### config.mk
export PLATFORM = sky130hd
export DESIGN_NAME = polynomial_newton_root_top
export DESIGN_NICKNAME = d
export VERILOG_FILES = /design/src/hw/rtl/pnr_pkg.sv /design/src/hw/rtl/polynomial_newton_root_top.sv /design/src/hw/rtl/pnr_div.sv
export SDC_FILE = /design/constraint.sdc
export NUM_CORES = 2
export LEC_CHECK = 0
export BUFFER_PORTS_ARGS = -buffer_cell sky130_fd_sc_hd__buf_2
export CAP_MARGIN = 20
export CORE_AREA = 10 10 457 459
export CTS_CLUSTER_DIAMETER = 60
export CTS_CLUSTER_SIZE = 10
export DETAILED_ROUTE_END_ITERATION = 10
export DIE_AREA = 0 0 467 469
export GPL_ROUTABILITY_DRIVEN = 0
export PLACE_DENSITY = 0.56
export SYNTH_ARGS = -nofsm -noshare
export SYNTH_HDL_FRONTEND = slang
export SYNTH_SLANG_ARGS = --single-unit
### constraint.sdc
create_clock -name clk -period 30.6 [get_ports clk]
set_input_delay 6.12 -clock clk [delete_from_list [all_inputs] [get_ports clk]]
set_output_delay 6.12 -clock clk [all_outputs]
set_load 0.01 [all_outputs]
### src/hw/rtl/pnr_pkg.sv
// shared types and constants for the polynomial newton root block
package pnr_pkg;

    localparam int WORD_W = 32;
    localparam int CFG_IDX_W = 3;

    localparam logic [CFG_IDX_W-1:0] REG_DEGREE = 3'd0;
    localparam logic [CFG_IDX_W-1:0] REG_TOL = 3'd1;
    localparam logic [CFG_IDX_W-1:0] REG_COEF0 = 3'd2;

    localparam logic [1:0] ST_CONVERGED = 2'd0;
    localparam logic [1:0] ST_LIMIT = 2'd1;
    localparam logic [1:0] ST_ZERO_DERIV = 2'd2;
    localparam logic [1:0] ST_OVERFLOW = 2'd3;

    localparam logic signed [63:0] W_MAX = 64'sd2147483647;
    localparam logic signed [63:0] W_MIN = -64'sd2147483648;

    // divider request and response
    typedef struct packed {
        logic start;
        logic signed [63:0] num;
        logic signed [31:0] den;
    } div_req_t;

    typedef struct packed {
        logic done;
        logic ovf;
        logic signed [31:0] quo;
    } div_rsp_t;

endpackage

### src/hw/rtl/polynomial_newton_root_top.sv
// top level of the newton-raphson polynomial root finder
//
// usage: write poly_degree, tolerance and coef_0..coef_5 through the cfg port
// while idle (cfg_index is the register place, cfg_data the value).
// a start guess arrives as one transfer on the s_axis group (tdata = start_x).
// the result leaves as one transfer on the m_axis group:
// tdata = root_x, iteration_count, padding; tuser = status.
// each iteration evaluates p(x) by horner (one multiply-add per cycle on the
// shared multiplier), then p'(x) by horner through the deval and step states,
// then a serial divide for h = p*2^frac / p'. an item takes up to
// MAX_ITERATIONS iterations, each ending in a new x = x - h or in a result.
// s_axis_tready is high only while idle; the block works on one item at a time.
// a finished result moves to an output register that holds it while
// m_axis_tready is low; the next item may run meanwhile, but its result
// waits in the final state until the output register is free.
// reset clears control state and loads the register defaults:
// degree 1, tolerance 1, coef_1 = 1.0, other coefficients zero.
module polynomial_newton_root_top
#(
    parameter int MAX_DEGREE = 5,
    parameter int MAX_ITERATIONS = 64,
    parameter int FRAC_BITS = 16
)
(
    input  logic clk,
    input  logic rst_n,
    input  logic cfg_we,
    input  logic [2:0] cfg_index,
    input  logic [31:0] cfg_data,
    input  logic s_axis_tvalid,
    output logic s_axis_tready,
    input  logic [31:0] s_axis_tdata,   // start_x
    output logic m_axis_tvalid,
    input  logic m_axis_tready,
    output logic [39:0] m_axis_tdata,   // root_x, iteration_count, zero pad
    output logic [1:0] m_axis_tuser     // status
);

    localparam logic [2:0] S_IDLE = 3'd0;
    localparam logic [2:0] S_PEVAL = 3'd1;
    localparam logic [2:0] S_DEVAL = 3'd2;
    localparam logic [2:0] S_CHECK = 3'd3;
    localparam logic [2:0] S_DIV = 3'd4;
    localparam logic [2:0] S_STEP = 3'd5;
    localparam logic [2:0] S_OUT = 3'd6;

    // configuration registers
    logic [2:0] deg_reg;
    logic [30:0] tol_reg;
    logic signed [31:0] coef_reg [0:5];

    logic [2:0] state_reg, state_next;
    logic [2:0] k_reg, k_next;
    logic [6:0] cnt_reg, cnt_next;
    logic signed [31:0] x_reg, x_next;
    logic signed [31:0] acc_reg, acc_next;
    logic signed [31:0] p_reg, p_next;
    logic ovf_reg, ovf_next;
    logic [1:0] st_reg, st_next;
    logic [2:0] deg_eff;
    logic [2:0] kc_idx;
    logic signed [63:0] prod;
    logic signed [63:0] rnd;
    logic signed [63:0] sum;
    logic signed [63:0] kc;
    logic signed [63:0] diff;
    logic signed [31:0] mag;
    logic out_valid_reg;
    logic [39:0] out_data_reg;
    logic [1:0] out_user_reg;
    logic out_load;
    pnr_pkg::div_req_t dreq;
    pnr_pkg::div_rsp_t drsp;

    always_ff @(posedge clk or negedge rst_n)
    begin
        if (!rst_n)
        begin
            deg_reg <= 3'd1;
            tol_reg <= 31'd1;
            coef_reg[0] <= '0;
            coef_reg[1] <= 32'sd65536;
            coef_reg[2] <= '0;
            coef_reg[3] <= '0;
            coef_reg[4] <= '0;
            coef_reg[5] <= '0;
        end
        else if (cfg_we)
        begin
            if (cfg_index == pnr_pkg::REG_DEGREE)
                deg_reg <= cfg_data[2:0];
            else if (cfg_index == pnr_pkg::REG_TOL)
                tol_reg <= cfg_data[30:0];
            else
                coef_reg[cfg_index - pnr_pkg::REG_COEF0] <= cfg_data;
        end
    end

    assign deg_eff = (32'(deg_reg) > MAX_DEGREE) ? 3'(MAX_DEGREE) : deg_reg;

    // derivative coefficients k*coef_k, small constant multiplier
    // the first derivative term uses the top power while p(x) finishes
    assign kc_idx = (state_reg == S_PEVAL) ? deg_eff : k_reg;
    assign kc = $signed({61'd0, kc_idx}) * 64'(coef_reg[kc_idx]);

    // shared multiplier with rounding to nearest, ties up
    assign prod = 64'(acc_reg) * 64'(x_reg);
    assign rnd = (prod + (64'sd1 <<< (FRAC_BITS - 1))) >>> FRAC_BITS;

    // final state hands the result over once the output register is free
    assign out_load = (state_reg == S_OUT) && (!out_valid_reg || m_axis_tready);

    always_comb
    begin
        state_next = state_reg;
        k_next = k_reg;
        cnt_next = cnt_reg;
        x_next = x_reg;
        acc_next = acc_reg;
        p_next = p_reg;
        ovf_next = ovf_reg;
        st_next = st_reg;
        dreq = '0;
        sum = '0;
        diff = 64'(x_reg) - 64'(drsp.quo);
        mag = drsp.quo[31] ? -drsp.quo : drsp.quo;
        unique case (state_reg)
            S_IDLE:
            begin
                if (s_axis_tvalid)
                begin
                    x_next = s_axis_tdata;
                    cnt_next = 7'd1;
                    acc_next = coef_reg[deg_eff];
                    k_next = deg_eff;
                    ovf_next = 1'b0;
                    state_next = S_PEVAL;
                end
            end
            S_PEVAL:
            begin
                if (k_reg == 3'd0)
                begin
                    p_next = acc_reg;
                    k_next = deg_eff;
                    if (deg_eff == 3'd0)
                    begin
                        acc_next = '0;
                        state_next = S_CHECK;
                    end
                    else
                    begin
                        sum = kc;
                        if (sum > pnr_pkg::W_MAX || sum < pnr_pkg::W_MIN)
                            ovf_next = 1'b1;
                        acc_next = sum[31:0];
                        state_next = S_DEVAL;
                    end
                end
                else
                begin
                    sum = rnd + 64'(coef_reg[k_reg - 3'd1]);
                    if (sum > pnr_pkg::W_MAX)
                    begin
                        ovf_next = 1'b1;
                        acc_next = 32'sh7fffffff;
                    end
                    else if (sum < pnr_pkg::W_MIN)
                    begin
                        ovf_next = 1'b1;
                        acc_next = 32'sh80000000;
                    end
                    else
                        acc_next = sum[31:0];
                    k_next = k_reg - 3'd1;
                end
            end
            S_DEVAL:
            begin
                // k_reg walks down; the sum uses (k-1)*coef_{k-1}
                if (k_reg <= 3'd1)
                    state_next = S_CHECK;
                else
                begin
                    k_next = k_reg - 3'd1;
                    state_next = S_STEP;
                end
            end
            S_STEP:
            begin
                // k_reg already decremented: add k*coef_k
                sum = rnd + kc;
                if (sum > pnr_pkg::W_MAX)
                begin
                    ovf_next = 1'b1;
                    acc_next = 32'sh7fffffff;
                end
                else if (sum < pnr_pkg::W_MIN)
                begin
                    ovf_next = 1'b1;
                    acc_next = 32'sh80000000;
                end
                else
                    acc_next = sum[31:0];
                state_next = S_DEVAL;
            end
            S_CHECK:
            begin
                if (ovf_reg)
                begin
                    st_next = pnr_pkg::ST_OVERFLOW;
                    state_next = S_OUT;
                end
                else if (acc_reg == '0)
                begin
                    st_next = pnr_pkg::ST_ZERO_DERIV;
                    state_next = S_OUT;
                end
                else
                begin
                    dreq.start = 1'b1;
                    dreq.num = 64'(p_reg) <<< FRAC_BITS;
                    dreq.den = acc_reg;
                    state_next = S_DIV;
                end
            end
            S_DIV:
            begin
                if (drsp.done)
                begin
                    if (drsp.ovf)
                    begin
                        st_next = pnr_pkg::ST_OVERFLOW;
                        state_next = S_OUT;
                    end
                    else if ({1'b0, mag} <= {2'b0, tol_reg})
                    begin
                        st_next = pnr_pkg::ST_CONVERGED;
                        state_next = S_OUT;
                    end
                    else if (diff > pnr_pkg::W_MAX)
                    begin
                        x_next = 32'sh7fffffff;
                        st_next = pnr_pkg::ST_OVERFLOW;
                        state_next = S_OUT;
                    end
                    else if (diff < pnr_pkg::W_MIN)
                    begin
                        x_next = 32'sh80000000;
                        st_next = pnr_pkg::ST_OVERFLOW;
                        state_next = S_OUT;
                    end
                    else
                    begin
                        x_next = diff[31:0];
                        if (32'(cnt_reg) >= MAX_ITERATIONS)
                        begin
                            st_next = pnr_pkg::ST_LIMIT;
                            state_next = S_OUT;
                        end
                        else
                        begin
                            cnt_next = cnt_reg + 7'd1;
                            acc_next = coef_reg[deg_eff];
                            k_next = deg_eff;
                            ovf_next = 1'b0;
                            state_next = S_PEVAL;
                        end
                    end
                end
            end
            S_OUT:
            begin
                if (out_load)
                    state_next = S_IDLE;
            end
            default:
                state_next = S_IDLE;
        endcase
    end

    pnr_div u_div
    (
        .clk(clk),
        .rst_n(rst_n),
        .req(dreq),
        .rsp(drsp)
    );

    always_ff @(posedge clk or negedge rst_n)
    begin
        if (!rst_n)
            state_reg <= S_IDLE;
        else
            state_reg <= state_next;
    end

    always_ff @(posedge clk)
    begin
        k_reg <= k_next;
        cnt_reg <= cnt_next;
        x_reg <= x_next;
        acc_reg <= acc_next;
        p_reg <= p_next;
        ovf_reg <= ovf_next;
        st_reg <= st_next;
    end

    // output register, holds the result until the receiver takes it
    always_ff @(posedge clk or negedge rst_n)
    begin
        if (!rst_n)
        begin
            out_valid_reg <= 1'b0;
            out_data_reg <= '0;
            out_user_reg <= '0;
        end
        else if (out_load)
        begin
            out_valid_reg <= 1'b1;
            out_data_reg <= {1'b0, cnt_reg, x_reg};
            out_user_reg <= st_reg;
        end
        else if (m_axis_tready)
            out_valid_reg <= 1'b0;
    end

    assign s_axis_tready = (state_reg == S_IDLE);
    assign m_axis_tvalid = out_valid_reg;
    assign m_axis_tdata = out_data_reg;
    assign m_axis_tuser = out_user_reg;

`ifndef SYNTHESIS
    a_keep: assert property (@(posedge clk) disable iff (!rst_n)
        (m_axis_tvalid && !m_axis_tready) |=> m_axis_tvalid)
        else $error("result dropped while stalled");
    a_hold: assert property (@(posedge clk) disable iff (!rst_n)
        (m_axis_tvalid && !m_axis_tready) |=>
            ($stable(m_axis_tdata) && $stable(m_axis_tuser)))
        else $error("result changed while stalled");
    a_cnt: assert property (@(posedge clk) disable iff (!rst_n)
        m_axis_tvalid |-> (m_axis_tdata[38:32] != 7'd0)) else $error("zero count");
`endif

endmodule

### src/hw/rtl/pnr_div.sv
// serial signed divider, one quotient bit per cycle, truncation toward zero
module pnr_div
(
    input  logic clk,
    input  logic rst_n,
    input  pnr_pkg::div_req_t req,
    output pnr_pkg::div_rsp_t rsp
);

    logic [6:0] cnt_reg, cnt_next;
    logic busy_reg, busy_next;
    logic [63:0] rem_reg, rem_next;
    logic [63:0] quo_reg, quo_next;
    logic [31:0] den_reg, den_next;
    logic neg_reg, neg_next;
    logic done_reg, done_next;
    logic [64:0] trial;
    logic [63:0] shifted;
    logic [63:0] sq;
    logic sovf;

    always_comb
    begin
        busy_next = busy_reg;
        cnt_next = cnt_reg;
        rem_next = rem_reg;
        quo_next = quo_reg;
        den_next = den_reg;
        neg_next = neg_reg;
        done_next = 1'b0;
        shifted = {rem_reg[62:0], quo_reg[63]};
        trial = {1'b0, shifted} - {33'd0, den_reg};
        if (req.start)
        begin
            busy_next = 1'b1;
            cnt_next = 7'd0;
            rem_next = 64'd0;
            quo_next = req.num[63] ? 64'(-req.num) : 64'(req.num);
            den_next = req.den[31] ? 32'(-req.den) : 32'(req.den);
            neg_next = req.num[63] ^ req.den[31];
        end
        else if (busy_reg)
        begin
            if (!trial[64])
                rem_next = trial[63:0];
            else
                rem_next = shifted;
            quo_next = {quo_reg[62:0], ~trial[64]};
            cnt_next = cnt_reg + 7'd1;
            if (cnt_reg == 7'd63)
            begin
                busy_next = 1'b0;
                done_next = 1'b1;
            end
        end
    end

    // magnitude quotient fits 2^63 at most; sign applied then range checked
    always_comb
    begin
        sq = neg_reg ? 64'(-quo_reg) : quo_reg;
        sovf = ($signed(sq) > pnr_pkg::W_MAX) || ($signed(sq) < pnr_pkg::W_MIN);
        rsp.done = done_reg;
        rsp.ovf = sovf;
        rsp.quo = sq[31:0];
    end

    always_ff @(posedge clk or negedge rst_n)
    begin
        if (!rst_n)
        begin
            busy_reg <= 1'b0;
            done_reg <= 1'b0;
            cnt_reg <= 7'd0;
        end
        else
        begin
            busy_reg <= busy_next;
            done_reg <= done_next;
            cnt_reg <= cnt_next;
        end
    end

    always_ff @(posedge clk)
    begin
        rem_reg <= rem_next;
        quo_reg <= quo_next;
        den_reg <= den_next;
        neg_reg <= neg_next;
    end

endmodule
**Word-level counts from Yosys, hierarchy flattened**

Cells that the tools add are included.
Widths: inputs -> output; s select.

- Output and inout port bits: 44
- Word-level logic and storage cells: 232
- Bits of input ports: 72
- Bits in registers: 549

- Multiply operators: 2
- Bitwise gates (word level): 8
- Multiplexer cells: 111
- Magnitude comparators: 19
- $add $sub $neg: 13
- Equality and inequality tests: 24
- Reduce and logical (&&, ||, !) cells: 28

Operators by type and width:

| kind | count |
|---|---|
| $mux 32 | 27 |
| $mux 97 | 3 |
| $bmux 32 s3 | 3 |
| $mux 64 | 4 |
| $bwmux 192 | 1 |
| $neg 64->64 | 2 |
| $pmux 32 s4 | 1 |
| $gt 49x32->1 const B | 2 |
| $lt 49x32->1 const B | 2 |
| $demux 32 s3 | 1 |
| $sub 64x32->65 | 1 |
| $add 64x17->64 const B | 1 |
| $gt 64x32->1 const B | 1 |
| $lt 64x32->1 const B | 1 |
| $mul 32x32->64 | 1 |
| $neg 32->32 | 2 |
| $pmux 32 s2 | 1 |
| $mux 3 | 21 |
| $mux 63 | 1 |
| $mux 7 | 9 |
| $add 48x32->49 | 1 |
| $add 48x36->49 | 1 |
| $gt 36x32->1 const B | 1 |
| $lt 36x32->1 const B | 1 |
| 48 further kinds | 116 |

**Logic depth before layout (Yosys ltp)**

- Depth in word-level cells: 14
- Mapped depth: 49

**Modules after synthesis**

A second synthesis with hierarchy kept.

- Cell total of the unflattened synthesis: 8931
- Area, all modules: 81025.2 um2

By module, submodules not included:

| module | area each (um2) | instances | cells an instance | seq. area each (um2) |
|---|---|---|---|---|
| polynomial_newton_root_top | 68344.3 | 1 | 7423 | 10058.4 |
| pnr_div | 12680.9 | 1 | 1508 | 4399.2 |

**Worst setup path after synthesis**

No wires, ideal clock.

- Kind: flip-flop to flip-flop
- Start point: register acc_reg[31]
- End point: register acc_reg[1], data pin
- Cell stages (with the launch flop): 43
- Setup slack: 19.170 ns
- Arrival: 11.272 ns
- Required time: 30.442 ns
- Library setup time: 0.158 ns
- Path buffers: 5
- Cell sequence: edfxtp_1 > clkbuf_1 > buf_1 > clkbuf_1 > nand2_1 > inv_1 > fa_1 > fa_1 > fa_1 > fa_1 > inv_1 > fa_1 > inv_1 > fa_1 > fa_1 > fa_1 > ha_1 > a21o_1 > (+7 left out) > a311o_1 > a21oi_1 > o21bai_1 > xor2_1 > ha_1 > clkbuf_1 > nand4_1 > or3_1 > o211ai_1 > a21boi_0 > nand4_1 > nor4b_1 > and4b_1 > nand4_1 > o41ai_1 > clkbuf_1 > a22oi_1 > o211ai_1

- Word-level cells in the longest chain between the ends: 8
- Elaborated cells between the ends (all ways): 14
- Classes of those cells: add/sub: 3; mul: 1; order compare: 4; mux: 6

RTL lines:

| element | RTL line | source |
|---|---|---|
| from (decl) | polynomial_newton_root_top.sv:56 | `logic signed [31:0] acc_reg, acc_next;` |
| from (signal assigned) | polynomial_newton_root_top.sv:303 | `acc_reg <= acc_next;` |
| $mul 32x32->64 (*) | polynomial_newton_root_top.sv:107 | `assign prod = 64'(acc_reg) * 64'(x_reg);` |
| $add 64x17->64 (*) | polynomial_newton_root_top.sv:108 | `assign rnd = (prod + (64'sd1 <<< (FRAC_BITS - 1))) >>> FRAC_BITS;` |
| $add 48x32->49 | polynomial_newton_root_top.sv:162 | `sum = rnd + 64'(coef_reg[k_reg - 3'd1]);` |
| $lt 49x32->1 | polynomial_newton_root_top.sv:168 | `else if (sum < pnr_pkg::W_MIN)` |
| $mux 32 | polynomial_newton_root_top.sv:168 |  |
| $mux 32 | polynomial_newton_root_top.sv:163 | `if (sum > pnr_pkg::W_MAX)` |
| $mux 32 | polynomial_newton_root_top.sv:142 | `if (k_reg == 3'd0)` |
| $pmux 32 s4 (*) | polynomial_newton_root_top.sv:127 | `unique case (state_reg)` |
| net acc_next[1] | polynomial_newton_root_top.sv:56 |  |

The timed path passes the listed nets; every way through them passes the cells marked *.
A chain may end at the register's enable or synchronous reset.

**Final worst setup path**

- Start point: register x_reg[1]
- End point: register acc_reg[21], data pin

- Word-level cells in the longest chain between the ends: 8
- Elaborated cells between the ends (all ways): 14
- Classes of those cells: add/sub: 3; mul: 1; order compare: 4; mux: 6

RTL lines:

| element | RTL line | source |
|---|---|---|
| from (decl) | polynomial_newton_root_top.sv:55 | `logic signed [31:0] x_reg, x_next;` |
| from (signal assigned) | polynomial_newton_root_top.sv:302 | `x_reg <= x_next;` |
| $mul 32x32->64 (*) | polynomial_newton_root_top.sv:107 |  |
| $add 64x17->64 (*) | polynomial_newton_root_top.sv:108 |  |
| $add 48x32->49 | polynomial_newton_root_top.sv:162 |  |
| $lt 49x32->1 | polynomial_newton_root_top.sv:168 |  |
| $mux 32 | polynomial_newton_root_top.sv:168 |  |
| $mux 32 | polynomial_newton_root_top.sv:163 |  |
| $mux 32 | polynomial_newton_root_top.sv:142 |  |
| $pmux 32 s4 (*) | polynomial_newton_root_top.sv:127 |  |
| net acc_next[21] | polynomial_newton_root_top.sv:56 |  |

Marks and branches as above.

==> impl_metrics.env <==
export IMPL_post_synth_num_cell_types=98
export IMPL_antenna_found_initial=19
export IMPL_syn_area_mm2=0.0795
export IMPL_drt_wirelength_per_cell_um=23.1
export IMPL_cts_hold_buffers=0
export IMPL_totalNegativeSetupSlack_ns=0
export IMPL_rows=164
export IMPL_grt_use_total=0.239
export IMPL_floorplan_io_pins=116
export IMPL_layout_drive_gt1_share=0.0859
export IMPL_nets_final=10200
export IMPL_tritoncts_num_buffers=82
export IMPL_clk_transition_reported_paths_ns=0.06
export IMPL_drv_max_cap_violation_count=0
export IMPL_route_final_wire_length_um=261000
export IMPL_number_of_enable_flip_flop_cells_after_synthesis=206
export IMPL_crit_path_end_kind="register"
export IMPL_area_growth_syn_to_layout_pct=7.26
export IMPL_synth_top_cell_area_share=0.281
export IMPL_timing_setup_critical_path_class="register to register"
export IMPL_hold_path_end="u_div.rem_reg[61]"
export IMPL_status="complete, no violations"
export IMPL_critical_path_most_common_cell="sky130_fd_sc_hd__fa_1"
export IMPL_place_port_buffers=114
export IMPL_async_flop_share=0.510
export IMPL_reg2reg_from="x_reg[1]"
export IMPL_cts_tree="built"
export IMPL_drt_initial_drc_count=5364
export IMPL_floorplan_die_width_um=467
export IMPL_critical_path_startpoint_type="register"
export IMPL_synth_mux_area_fraction=0.0618
export IMPL_seq_area_frac_synth=0.182
export IMPL_synth_warning_count=0
export IMPL_detailed_route_vias_per_instance=5.63
export IMPL_synth_xor_area_frac=0.0446
export IMPL_min_path_cells=2
export IMPL_hold_path_class="register to register"
export IMPL_layout_min_cycle_time_ns=13.64
export IMPL_rsz0062_at_grt="false"
export IMPL_synth_area_top_cells="sky130_fd_sc_hd__fa_1, sky130_fd_sc_hd__dfrtp_1, sky130_fd_sc_hd__edfxtp_1, sky130_fd_sc_hd__ha_1, sky130_fd_sc_hd__inv_1"
export IMPL_htree_levels=3
export IMPL_fp_dieH_um=469
export IMPL_worst_slack_on_hold_paths_ns=0.495
export IMPL_drc=0
export IMPL_grt_start_max_net_pins=110
export IMPL_ys_flop_type="sky130_fd_sc_hd__dfrtp_1"
export IMPL_cts_resized=0
export IMPL_synth_seq_cells=549
export IMPL_first_global_vias=65700
export IMPL_synth_compound_gate_area_share=0.116
export IMPL_yosys_area_share_adder=0.352
export IMPL_critPathMaxFanout=30
export IMPL_crit_path_max_incr_delay_ns=0.87
export IMPL_clock_tree_buf_depth=3
export IMPL_cts_post_setup_buffers_inserted=0
export IMPL_holdCritStartpoint="u_div.rem_reg[61]"
export IMPL_netlist_top_cell_by_area="sky130_fd_sc_hd__fa_1"
export IMPL_slew_headroom=0.217
export IMPL_hold_viol_final=0
export IMPL_ctsRootBufferMaster="sky130_fd_sc_hd__clkbuf_16"
export IMPL_r2r_end="acc_reg[21]"
export IMPL_cp_data_arrival_time_ns=14.18
export IMPL_critical_path_slowest_cell="sky130_fd_sc_hd__nor3_1"
export IMPL_fmax_ghz=0.0733
export IMPL_worst_endpoint_required_ns=31.14
export IMPL_tightest_slew_ns=1.16
export IMPL_worst_reg_to_reg_cells=43
export IMPL_synthSimpleGateAreaFrac=0.158
export IMPL_floorplan_core_area_mm2=0.199
export IMPL_final_period_utilization=0.446
export IMPL_dieArea_mm2=0.219
export IMPL_num_vias=63600
export IMPL_setup_viol_count_final=0
export IMPL_syn_instance_count=8758
export IMPL_detailed_place_hpwl_um=196000
export IMPL_largest_register_ffs=192
export IMPL_drt_antenna_violating_nets=0
export IMPL_synth_fp_nets=10400
export IMPL_detailedRoute_firstPassIterationCount=6
export IMPL_post_synth_cell_area_avg_um2=9.08
export IMPL_slew_viol_final=0
export IMPL_initial_core_utilization=0.399
export IMPL_timing_clock_skew_ns=0.0421
export IMPL_register_to_register_setup_slack_ns=16.96
export IMPL_grt_first_pass_wirelength_um=407000
export IMPL_clock_sink_count=549
export IMPL_grt_overflow_total=0
export IMPL_synth_top_family_by_area="adder cells"
export IMPL_skew_pair_late_insertion_delay_ns=0.73
==> final cells by class <==
cell class | count | area [µm²]
diodes | 6 | 15.0
clock buffers | 114 | 2350
clock inverters | 34 | 347
fillers | 19400 | 114000
inverters | 1316 | 4940
multi-input cells | 6390 | 58300
flip-flops and latches | 549 | 14500
well taps | 2656 | 3320
repair buffers | 237 | 1520
==> cell families after synthesis <==
kind of cell | Yosys count
fa+ha+maj | 1565
compound gates | 1467
xor+xnor | 405
buf+inv | 1819
simple gates | 2557
other cells | 1
flops | 549
mux | 395
==> through the flow <==
stage / utilization / instances / instance area (µm²) / setup slack, ns
after CTS: 0.428 / 11300 / 85300 / 17.17
after floorplan: - / 8758 / 79500 / 19.17
final: 0.428 / 11300 / 85300 / 16.96
after global placement: 0.414 / 11100 / 82600 / 17.42
after detailed placement: 0.414 / 11100 / 82600 / 17.17
after global routing: 0.428 / 11300 / 85300 / 16.40
==> layout by cell type, fill, tap and decap left out, drive strengths merged, types with 47 or more instances in the layout <==
cell,synthesis,final
clkbuf,456,114
xor2,201,201
ha,447,447
a21oi,437,437
dfrtp,277,277
or3,47,47
nor2b,48,48
fa,1118,1118
nand2,983,983
xnor2,204,204
mux2i,93,93
o21ai,384,384
o31ai,50,50
nor3,78,78
o211ai,65,65
mux2,250,250
mux4,52,52
nand4,75,75
and2,624,624
a211oi,61,61
nand3,90,90
nor2,390,390
a21o,115,115
nand2b,56,56
dfxtp,63,63
buf,47,237
inv,1316,1326
edfxtp,206,206
==> worst max-delay path by stage <==
stage	from	endpoint	slack (ns)	cells past startpoint
after global placement	acc_reg[10]	acc_reg[1]	17.42	42
after floorplan	acc_reg[31]	acc_reg[1]	19.17	42
after CTS	x_reg[1]	acc_reg[27]	17.17	42
final	x_reg[1]	acc_reg[21]	16.96	43
after detailed placement	acc_reg[10]	acc_reg[27]	17.17	42
after global routing	x_reg[4]	acc_reg[11]	16.40	44
==> Yosys cell counts, types with 12 or more instances <==
cell type and number:
sky130_fd_sc_hd__o31ai_1 48, sky130_fd_sc_hd__nor3_1 78, sky130_fd_sc_hd__and2_1 624, sky130_fd_sc_hd__o21ai_0 380, sky130_fd_sc_hd__a31oi_1 39, sky130_fd_sc_hd__o21bai_1 31
sky130_fd_sc_hd__and3_1 32, sky130_fd_sc_hd__nor4_1 40, sky130_fd_sc_hd__o221ai_1 17, sky130_fd_sc_hd__a21oi_1 437, sky130_fd_sc_hd__nor2b_1 48, sky130_fd_sc_hd__a211oi_1 61
sky130_fd_sc_hd__o21a_1 36, sky130_fd_sc_hd__or3_1 46, sky130_fd_sc_hd__mux2_2 250, sky130_fd_sc_hd__ha_1 447, sky130_fd_sc_hd__mux2i_1 93, sky130_fd_sc_hd__or4_1 20
sky130_fd_sc_hd__xnor2_1 204, sky130_fd_sc_hd__or2_2 18, sky130_fd_sc_hd__edfxtp_1 206, sky130_fd_sc_hd__xor2_1 201, sky130_fd_sc_hd__clkbuf_1 456, sky130_fd_sc_hd__o211ai_1 65
sky130_fd_sc_hd__nand2b_1 56, sky130_fd_sc_hd__nand3_1 90, sky130_fd_sc_hd__mux4_2 52, sky130_fd_sc_hd__fa_1 1118, sky130_fd_sc_hd__a2111oi_0 12, sky130_fd_sc_hd__dfrtp_1 277
sky130_fd_sc_hd__a22o_1 36, sky130_fd_sc_hd__a21o_1 115, sky130_fd_sc_hd__inv_1 1315, sky130_fd_sc_hd__a21boi_0 12, sky130_fd_sc_hd__nor2_1 390, sky130_fd_sc_hd__o41ai_1 24
sky130_fd_sc_hd__dfxtp_1 63, sky130_fd_sc_hd__a22oi_1 33, sky130_fd_sc_hd__nand4_1 74, sky130_fd_sc_hd__buf_1 35, sky130_fd_sc_hd__nand2_1 983
==> worst max-delay path, delay by kind of cell, from the launching register on <==
family,cells,cell delay [ns]
AOI/OAI and AO/OA,19,4.56
adders and majority gates,10,4.53
and+or+nand+nor,6,1.83
buffers and inverters,7,1.23
DFF,1,0.75
xor gates and xnor gates,1,0.49
==> routing by layer <==
layer / vias to the layer above / share of wire / GRT usage / wire length, µm
met4: 22 / 0.046 / 0.0954 / 12000
li1: 28200 / - / - / -
met1: 32300 / 0.42 / 0.319 / 109000
met5: - / 0.00058 / 0 / 151
met3: 599 / 0.079 / 0.0457 / 20500
met2: 2460 / 0.46 / 0.383 / 119000
Power is not shown: default switching activity piles up to over one toggle a cycle in this logic, so the estimate is an artifact.
